<file path="src/hdl/bfse_pkg.sv">
// shared types and constants of the boolean formula stack evaluator
package bfse_pkg;

   localparam int STACK_DEPTH = 32;
   localparam int NUM_VARS    = 64;
   localparam int VAR_W       = 64;
   localparam int ADDR_W      = (STACK_DEPTH > 2) ? $clog2(STACK_DEPTH) : 1;
   localparam int DEPTH_W     = $clog2(STACK_DEPTH + 1);

   typedef enum logic [2:0] {
      KIND_CONST = 3'd0,
      KIND_VAR   = 3'd1,
      KIND_NOT   = 3'd2,
      KIND_AND   = 3'd3,
      KIND_OR    = 3'd4,
      KIND_IMPL  = 3'd5,
      KIND_EQUIV = 3'd6,
      KIND_XOR   = 3'd7
   } node_kind_type;

   typedef enum logic [1:0] {
      ST_OK    = 2'd0,
      ST_UNDER = 2'd1,
      ST_OVER  = 2'd2,
      ST_DEPTH = 2'd3
   } status_type;

   typedef struct packed {
      node_kind_type node_kind;
      logic          const_value;
      logic [5:0]    var_index;
      logic          last;
   } req_type;

   typedef struct packed {
      logic       value;
      status_type status;
   } rsp_type;

endpackage

</file>
<file path="src/hdl/bfse_ram.sv">
// generic single write port ram with registered read
module bfse_ram #(
   parameter int WIDTH = 1,
   parameter int DEPTH = 32
) (
   input  logic                                     clock,
   input  logic                                     wr_en,
   input  logic [((DEPTH > 2) ? $clog2(DEPTH) : 1)-1:0] wr_addr,
   input  logic [WIDTH-1:0]                         wr_data,
   input  logic [((DEPTH > 2) ? $clog2(DEPTH) : 1)-1:0] rd_addr,
   output logic [WIDTH-1:0]                         rd_data
);
   logic [WIDTH-1:0] mem_ff [DEPTH];
   logic [WIDTH-1:0] rd_data_ff;

   always_ff @(posedge clock) begin
      if (wr_en) begin
         mem_ff[wr_addr] <= wr_data;
      end
      rd_data_ff <= mem_ff[rd_addr];
   end

   assign rd_data = rd_data_ff;
endmodule

</file>
<file path="src/hdl/boolean_formula_stack_evaluator_top.sv">
// top level: stack evaluator with ram-held stack, register-held top and output skid buffer
// one node accepted per cycle while the skid slot is empty
// result beat of the node marked last goes to the output register, or the skid slot if rsp stalls
// throughput set by the stack ram: one read and one write per cycle, top kept in a register
// reset clears depth, error, assignment register and output buffer
// stack ram is not cleared: read data from entries above the depth is never used
module boolean_formula_stack_evaluator_top (
   input  logic             clock,
   input  logic             reset,
   input  logic             req_valid,
   output logic             req_stall,
   input  bfse_pkg::req_type req_data,
   output logic             rsp_valid,
   input  logic             rsp_stall,
   output bfse_pkg::rsp_type rsp_data,
   input  logic             csr_valid,
   output logic             csr_ready,
   input  logic [bfse_pkg::VAR_W-1:0] csr_data
);
   import bfse_pkg::*;

   logic [VAR_W-1:0]   var_values_ff;
   logic [DEPTH_W-1:0] depth_ff, depth_in, step_depth;
   status_type         err_ff, err_in, step_err;
   logic               top_ff, top_in;
   logic               fwd_use_ff, fwd_use_in;
   logic               fwd_bit_ff;
   logic               second;
   logic               ram_rdata;
   logic               wr_en;
   logic [ADDR_W-1:0]  wr_addr, rd_addr;
   logic               accept, produce, leaf_bit, lhs, rhs, combined;
   logic [DEPTH_W-1:0] depth_m1, depth_m2;
   rsp_type            result;
   logic               out_valid_ff, skid_valid_ff, take;
   rsp_type            out_ff, skid_ff;

   assign csr_ready = 1'b1;
   assign req_stall = skid_valid_ff;
   assign accept    = req_valid && !req_stall;
   assign second    = fwd_use_ff ? fwd_bit_ff : ram_rdata;
   assign depth_m1  = depth_ff - DEPTH_W'(1);

   always_comb begin
      leaf_bit = 1'b0;
      if ({1'b0, req_data.var_index} < 7'(NUM_VARS)) begin
         leaf_bit = var_values_ff[req_data.var_index];
      end
      if (req_data.node_kind == KIND_CONST) begin
         leaf_bit = req_data.const_value;
      end
   end

   always_comb begin
      lhs = top_ff;
      rhs = second;
      case (req_data.node_kind)
         KIND_AND:   combined = lhs & rhs;
         KIND_OR:    combined = lhs | rhs;
         KIND_IMPL:  combined = !lhs | rhs;
         KIND_EQUIV: combined = !(lhs ^ rhs);
         default:    combined = lhs ^ rhs;
      endcase
   end

   always_comb begin
      step_depth = depth_ff;
      step_err   = err_ff;
      top_in     = top_ff;
      wr_en      = 1'b0;
      wr_addr    = depth_m1[ADDR_W-1:0];
      produce    = 1'b0;
      result     = '{value: 1'b0, status: ST_OK};
      if (accept) begin
         case (req_data.node_kind)
            KIND_CONST, KIND_VAR: begin
               if (depth_ff == DEPTH_W'(STACK_DEPTH)) begin
                  if (err_ff == ST_OK) step_err = ST_OVER;
               end else begin
                  wr_en      = (depth_ff != '0);
                  top_in     = leaf_bit;
                  step_depth = depth_ff + DEPTH_W'(1);
               end
            end
            KIND_NOT: begin
               if (depth_ff == '0) begin
                  if (err_ff == ST_OK) step_err = ST_UNDER;
               end else begin
                  top_in = !top_ff;
               end
            end
            default: begin
               if (depth_ff < DEPTH_W'(2)) begin
                  if (err_ff == ST_OK) step_err = ST_UNDER;
               end else begin
                  top_in     = combined;
                  step_depth = depth_m1;
               end
            end
         endcase
         if (req_data.last) begin
            produce       = 1'b1;
            result.status = step_err;
            if (step_err == ST_OK) begin
               if (step_depth == DEPTH_W'(1)) begin
                  result.value = top_in;
               end else begin
                  result.status = ST_DEPTH;
               end
            end
         end
      end
      depth_in = produce ? '0 : step_depth;
      err_in   = produce ? ST_OK : step_err;
      depth_m2   = depth_in - DEPTH_W'(2);
      rd_addr    = depth_m2[ADDR_W-1:0];
      fwd_use_in = wr_en && (wr_addr == rd_addr);
   end

   bfse_ram #(
      .WIDTH(1),
      .DEPTH(STACK_DEPTH)
   ) u_stack (
      .clock  (clock),
      .wr_en  (wr_en),
      .wr_addr(wr_addr),
      .wr_data(top_ff),
      .rd_addr(rd_addr),
      .rd_data(ram_rdata)
   );

   assign take      = out_valid_ff && !rsp_stall;
   assign rsp_valid = out_valid_ff;
   assign rsp_data  = out_ff;

   always_ff @(posedge clock) begin
      if (reset) begin
         var_values_ff <= '0;
         depth_ff      <= '0;
         err_ff        <= ST_OK;
         fwd_use_ff    <= 1'b0;
         out_valid_ff  <= 1'b0;
         skid_valid_ff <= 1'b0;
      end else begin
         if (csr_valid && csr_ready) begin
            var_values_ff <= csr_data;
         end
         depth_ff   <= depth_in;
         err_ff     <= err_in;
         fwd_use_ff <= fwd_use_in;
         if (!out_valid_ff || take) begin
            if (skid_valid_ff) begin
               out_valid_ff  <= 1'b1;
               skid_valid_ff <= produce;
            end else begin
               out_valid_ff <= produce;
            end
         end else if (produce) begin
            skid_valid_ff <= 1'b1;
         end
      end
      top_ff     <= top_in;
      fwd_bit_ff <= top_ff;
      if (!out_valid_ff || take) begin
         if (skid_valid_ff) begin
            out_ff  <= skid_ff;
            skid_ff <= result;
         end else begin
            out_ff <= result;
         end
      end else if (produce) begin
         skid_ff <= result;
      end
   end
endmodule

</file>
<file path="config.mk">
export PLATFORM = sky130hd
export DESIGN_NAME = boolean_formula_stack_evaluator_top
export DESIGN_NICKNAME = d
export VERILOG_FILES = /design/src/hdl/bfse_pkg.sv /design/src/hdl/bfse_ram.sv /design/src/hdl/boolean_formula_stack_evaluator_top.sv
export SDC_FILE = /design/constraint.sdc
export NUM_CORES = 1
export LEC_CHECK = 0
export BUFFER_PORTS_ARGS = -buffer_cell sky130_fd_sc_hd__buf_4
export CORE_MARGIN = 2
export CORE_UTILIZATION = 40
export DETAILED_ROUTE_END_ITERATION = 16
export GPL_TIMING_DRIVEN = 0
export HOLD_SLACK_MARGIN = 0.15
export PLACE_DENSITY = 0.69
export REMOVE_ABC_BUFFERS = 1
export SYNTH_ARGS = -nofsm -noshare
export SYNTH_HDL_FRONTEND = slang
export SYNTH_SLANG_ARGS = --single-unit
</file>
<file path="constraint.sdc">
create_clock -name clock -period 5.6 [get_ports clock]
set_input_delay 1.68 -clock clock [delete_from_list [all_inputs] [get_ports clock]]
set_output_delay 1.68 -clock clock [all_outputs]
set_load 0.02 [all_outputs]
</file>
==> impl_metrics.py <==
metrics = {
    "hold_path": {
        "worst_hold_path.num_cells": 2,
        "hold_path.class": "reg -> reg",
    },
    "place": {
        "io_buffer_count": 84,
        "placed_cell_areas_mm2": 0.00665,
        "dp.final_hpwl_um": 9870,
        "place_inst": 807,
        "globalplace.congestion": 0.841,
    },
    "timing": {
        "final_max_tran_viols": 0,
        "timing.clock.skew_ns": 0.0123,
        "layout_min_cycle_time_ns": 4.23,
        "rsz0062_at_grt": "no",
        "final-setup-viol-count": 0,
        "setup-tns-final_ns": 0,
        "final-hold-violation-count": 0,
        "timing.max_slew.rel_slack_pct": 27.5,
        "measured_slew_at_the_worst_slew_check_pin_ns": 1.09,
        "layout_worst_path_cycle_share_pct": 75.5,
        "max_freq_ghz": 0.237,
    },
    "cells_and_area": {
        "drive_gt1_share_pct": 23.8,
        "seq_area_mm2": 0.00271,
        "layout.cells.most_common_list": "nor2_1, buf_4, dfxtp_1",
        "num_antenna_cells": 0,
        "area_growth_syn_to_layout_pct": 21.0,
        "post_layout_nonfiller_instances": 839,
        "multiInputGateArea_mm2": 0.00304,
        "nNetsFinal": 729,
        "design_area_mm2": 0.00721,
        "final_common_cell": "nor2_1",
        "n_fill_cell": 1314,
    },
    "clock_tree": {
        "cts-htree-levels": 4,
        "clk_root_buffer_cell": "clkbuf_16",
        "cts_post_setup_buffers_inserted": 0,
        "clock_insertion_delay_worst_skew_ns": 0.41,
        "post_cts_resize_count": 0,
        "cts-root-to-sink-buffers": 2,
        "clock_sink_count": 116,
        "clock_transition_at_the_register_clock_pins_on_the_worst_setup_and_hold_paths_after_cts_ns": 0.06,
        "cts_made_buffers": 17,
        "hold_buf_count_cts": 0,
        "clock_tree_from_tritoncts": "built",
    },
    "die": {
        "floorplan_die_area_mm2": 0.0159,
        "num_rows": 44,
        "die_outline_height_um": 126,
        "core_mm2": 0.0145,
        "die_width_um": 126,
        "start_util_pct": 41.0,
        "num_io_pins": 86,
    },
    "run": {
        "drv_cap": 0,
    },
    "synth": {
        "async_flop_share_pct": 0,
        "synthesis.area_per_instance_um2": 10.4,
        "yosys_most_used_dff": "dfxtp_1",
        "number_of_enable_flip_flop_cells_after_synthesis": 39,
        "synth_sequential_area_ratio_pct": 45.5,
        "syn-cell-area_mm2": 0.00596,
        "ys_seq_elements": 116,
        "post_synth_inst_count": 576,
        "synth_warnings": 0,
        "synth_cell_types": 66,
    },
    "grt": {
        "overflow": 0,
        "globalRouteMet2Util_pct": 29.6,
        "grt_util_all_layers_pct": 18.4,
        "global_route.peak_usage_layer": "met2",
        "grt_use_met1_pct": 22.9,
        "number_of_antenna_violations_at_the_first_check_in_global_routing": 0,
        "first_global_vias": 4705,
        "globalRouteMet3Util_pct": 7.14,
        "grt_pass1_wl_um": 23500,
        "grt_max_degree": 76,
    },
    "power": {
        "worst_ir_drop_vdd_uv": 241,
        "cellPowerDensity_mw_per_mm2": 316,
        "p_leak_nw": 2.97,
    },
    "critical_path": {
        "gate_family_responsible_for_the_most_delay_along_the_worst_path": "compound AO/OA/AOI/OAI gates",
        "slowest_stage": "o31ai_2",
        "setup.worst_path.end_class": "flip-flop",
        "path_class": "in -> reg",
        "cp.buffers_inverters": 1,
        "cp.depth": 9,
        "worstPathRequired_ns": 5.86,
        "critical-path-max-stage-delay_ns": 0.65,
        "critical_path.cell_chain": "buf_4 -> a21oi_1 -> a211oi_1 -> o31ai_2 -> nand3_1 -> xnor2_2 -> a2111oi_0 -> a2111oi_0 -> a31oi_1",
        "worst-path-max-fanout": 17,
        "critical-path-top-cell-by-count": "a2111oi_0",
        "worstPathArrival_ns": 4.49,
        "startpoint_type": "primary input",
        "worst_r2r_path_depth": 10,
    },
    "route": {
        "detail_route.drc_violations": 0,
        "vias": 4641,
        "routed_wirelength_um": 14200,
        "detail_route.wl_per_cell_um": 16.9,
        "route.detailed.vias_per_inst": 5.53,
        "detailedRoute.firstIterationViolations": 373,
        "antenna_violating_nets_post_route": 0,
        "detailedRoute.firstPassIterationCount": 5,
    },
    "run_status": {
        "run_status": "finished, final reports clean",
    },
}
-- final cells by class --
class	count	share of cell area (%)
clock buffers	22	6.87
repair buffers	84	8.74
multi-input cells	412	42.1
flip-flops and latches	116	37.6
well taps	184	3.19
clock inverters	10	0.954
inverters	11	0.572
-- report_power, final --
group	total, mW	internal (mW)	switching [mW]	leakage (nW)
logic	0.315	0.153	0.163	1.69
registers	0.952	0.916	0.0355	0.998
clock network	1.02	0.627	0.389	0.283
total	2.28	1.70	0.587	2.97
-- cells in the mapped netlist, drive strengths merged, types with 4 or more instances --
cell type  number  area, um^2
nand3b          4        30.0
or3             4        25.0
nand2          27         101
o211ai          5        37.5
ha              7        87.6
mux2i          75         751
inv            10        37.5
nor3            7        35.0
or4             6        56.3
a21oi          15        75.1
buf            10        71.3
a21o            4        30.0
edfxtp         39        1170
nand2b          4        25.0
clkbuf         27         101
o21ai          23         119
dfxtp          77        1540
o31ai           4        48.8
nor2          117         447
nand3          13        65.1
xnor2           7        68.8
nor2b           4        25.0
nor4            4        37.5
mux4           20         450
a2111oi         5        50.0
mux2            4        45.0
a22oi           6        45.0
-- through the flow --
stage	total power, mW	utilization (%)	setup WS (ns)	hold WS [ns]
after CTS	2.30	49.6	1.41	0.493
final	2.28	49.6	1.37	0.489
after global placement	1.27	45.8	1.03	0.467
after detailed placement	1.28	45.8	1.00	0.478
after floorplan	1.15	-	1.81	0.455
after global routing	2.38	49.6	1.23	0.519
-- worst min-delay path, delay by kind of cell (launching register included) --
kind,cells,cell delay [ns]
flops,1,0.32
simple gates,1,0.07
mux,1,0.06
-- layer usage --
metal / vias to the layer above / part of all wire [%]
met4: 0 / 1.0
li1: 2244 / -
met5: - / 0
met3: 17 / 8.0
met2: 148 / 49
met1: 2232 / 42
-- worst paths after layout --
kind	slack, ns	from	endpoint
min reg2reg	0.49	var_values_ff[51]	var_values_ff[51]
min	0.49	var_values_ff[51]	var_values_ff[51]
max reg2reg	1.77	depth_ff[0]	u_stack.rd_data
max	1.37	req_data[9]	u_stack.rd_data
-- state kept, by name, summed over array words and instances (netlist names) --
signal,count
err_ff,2
req_stall,1
var_values_ff,64
fwd_bit_ff,1
skid_ff,3
lhs,1
rsp_valid,1
depth_ff,6
rsp_data,3
fwd_use_ff,1
u_stack.mem_ff,32
u_stack.rd_data,1
-- cells by family (layout without fill, tap and decap cells) --
logic type | after synthesis | in the layout | synth area share, %
simple gates | 203 | 203 | 16.0
other cells | 1 | 1 | 0.0629
xor+xnor | 10 | 10 | 1.60
fa+ha+maj | 7 | 7 | 1.47
flops | 116 | 116 | 45.5
mux | 99 | 99 | 20.9
compound gates | 92 | 92 | 10.8
buf+inv | 48 | 127 | 3.59
Note: power is estimated with default switching activity, not from simulation.
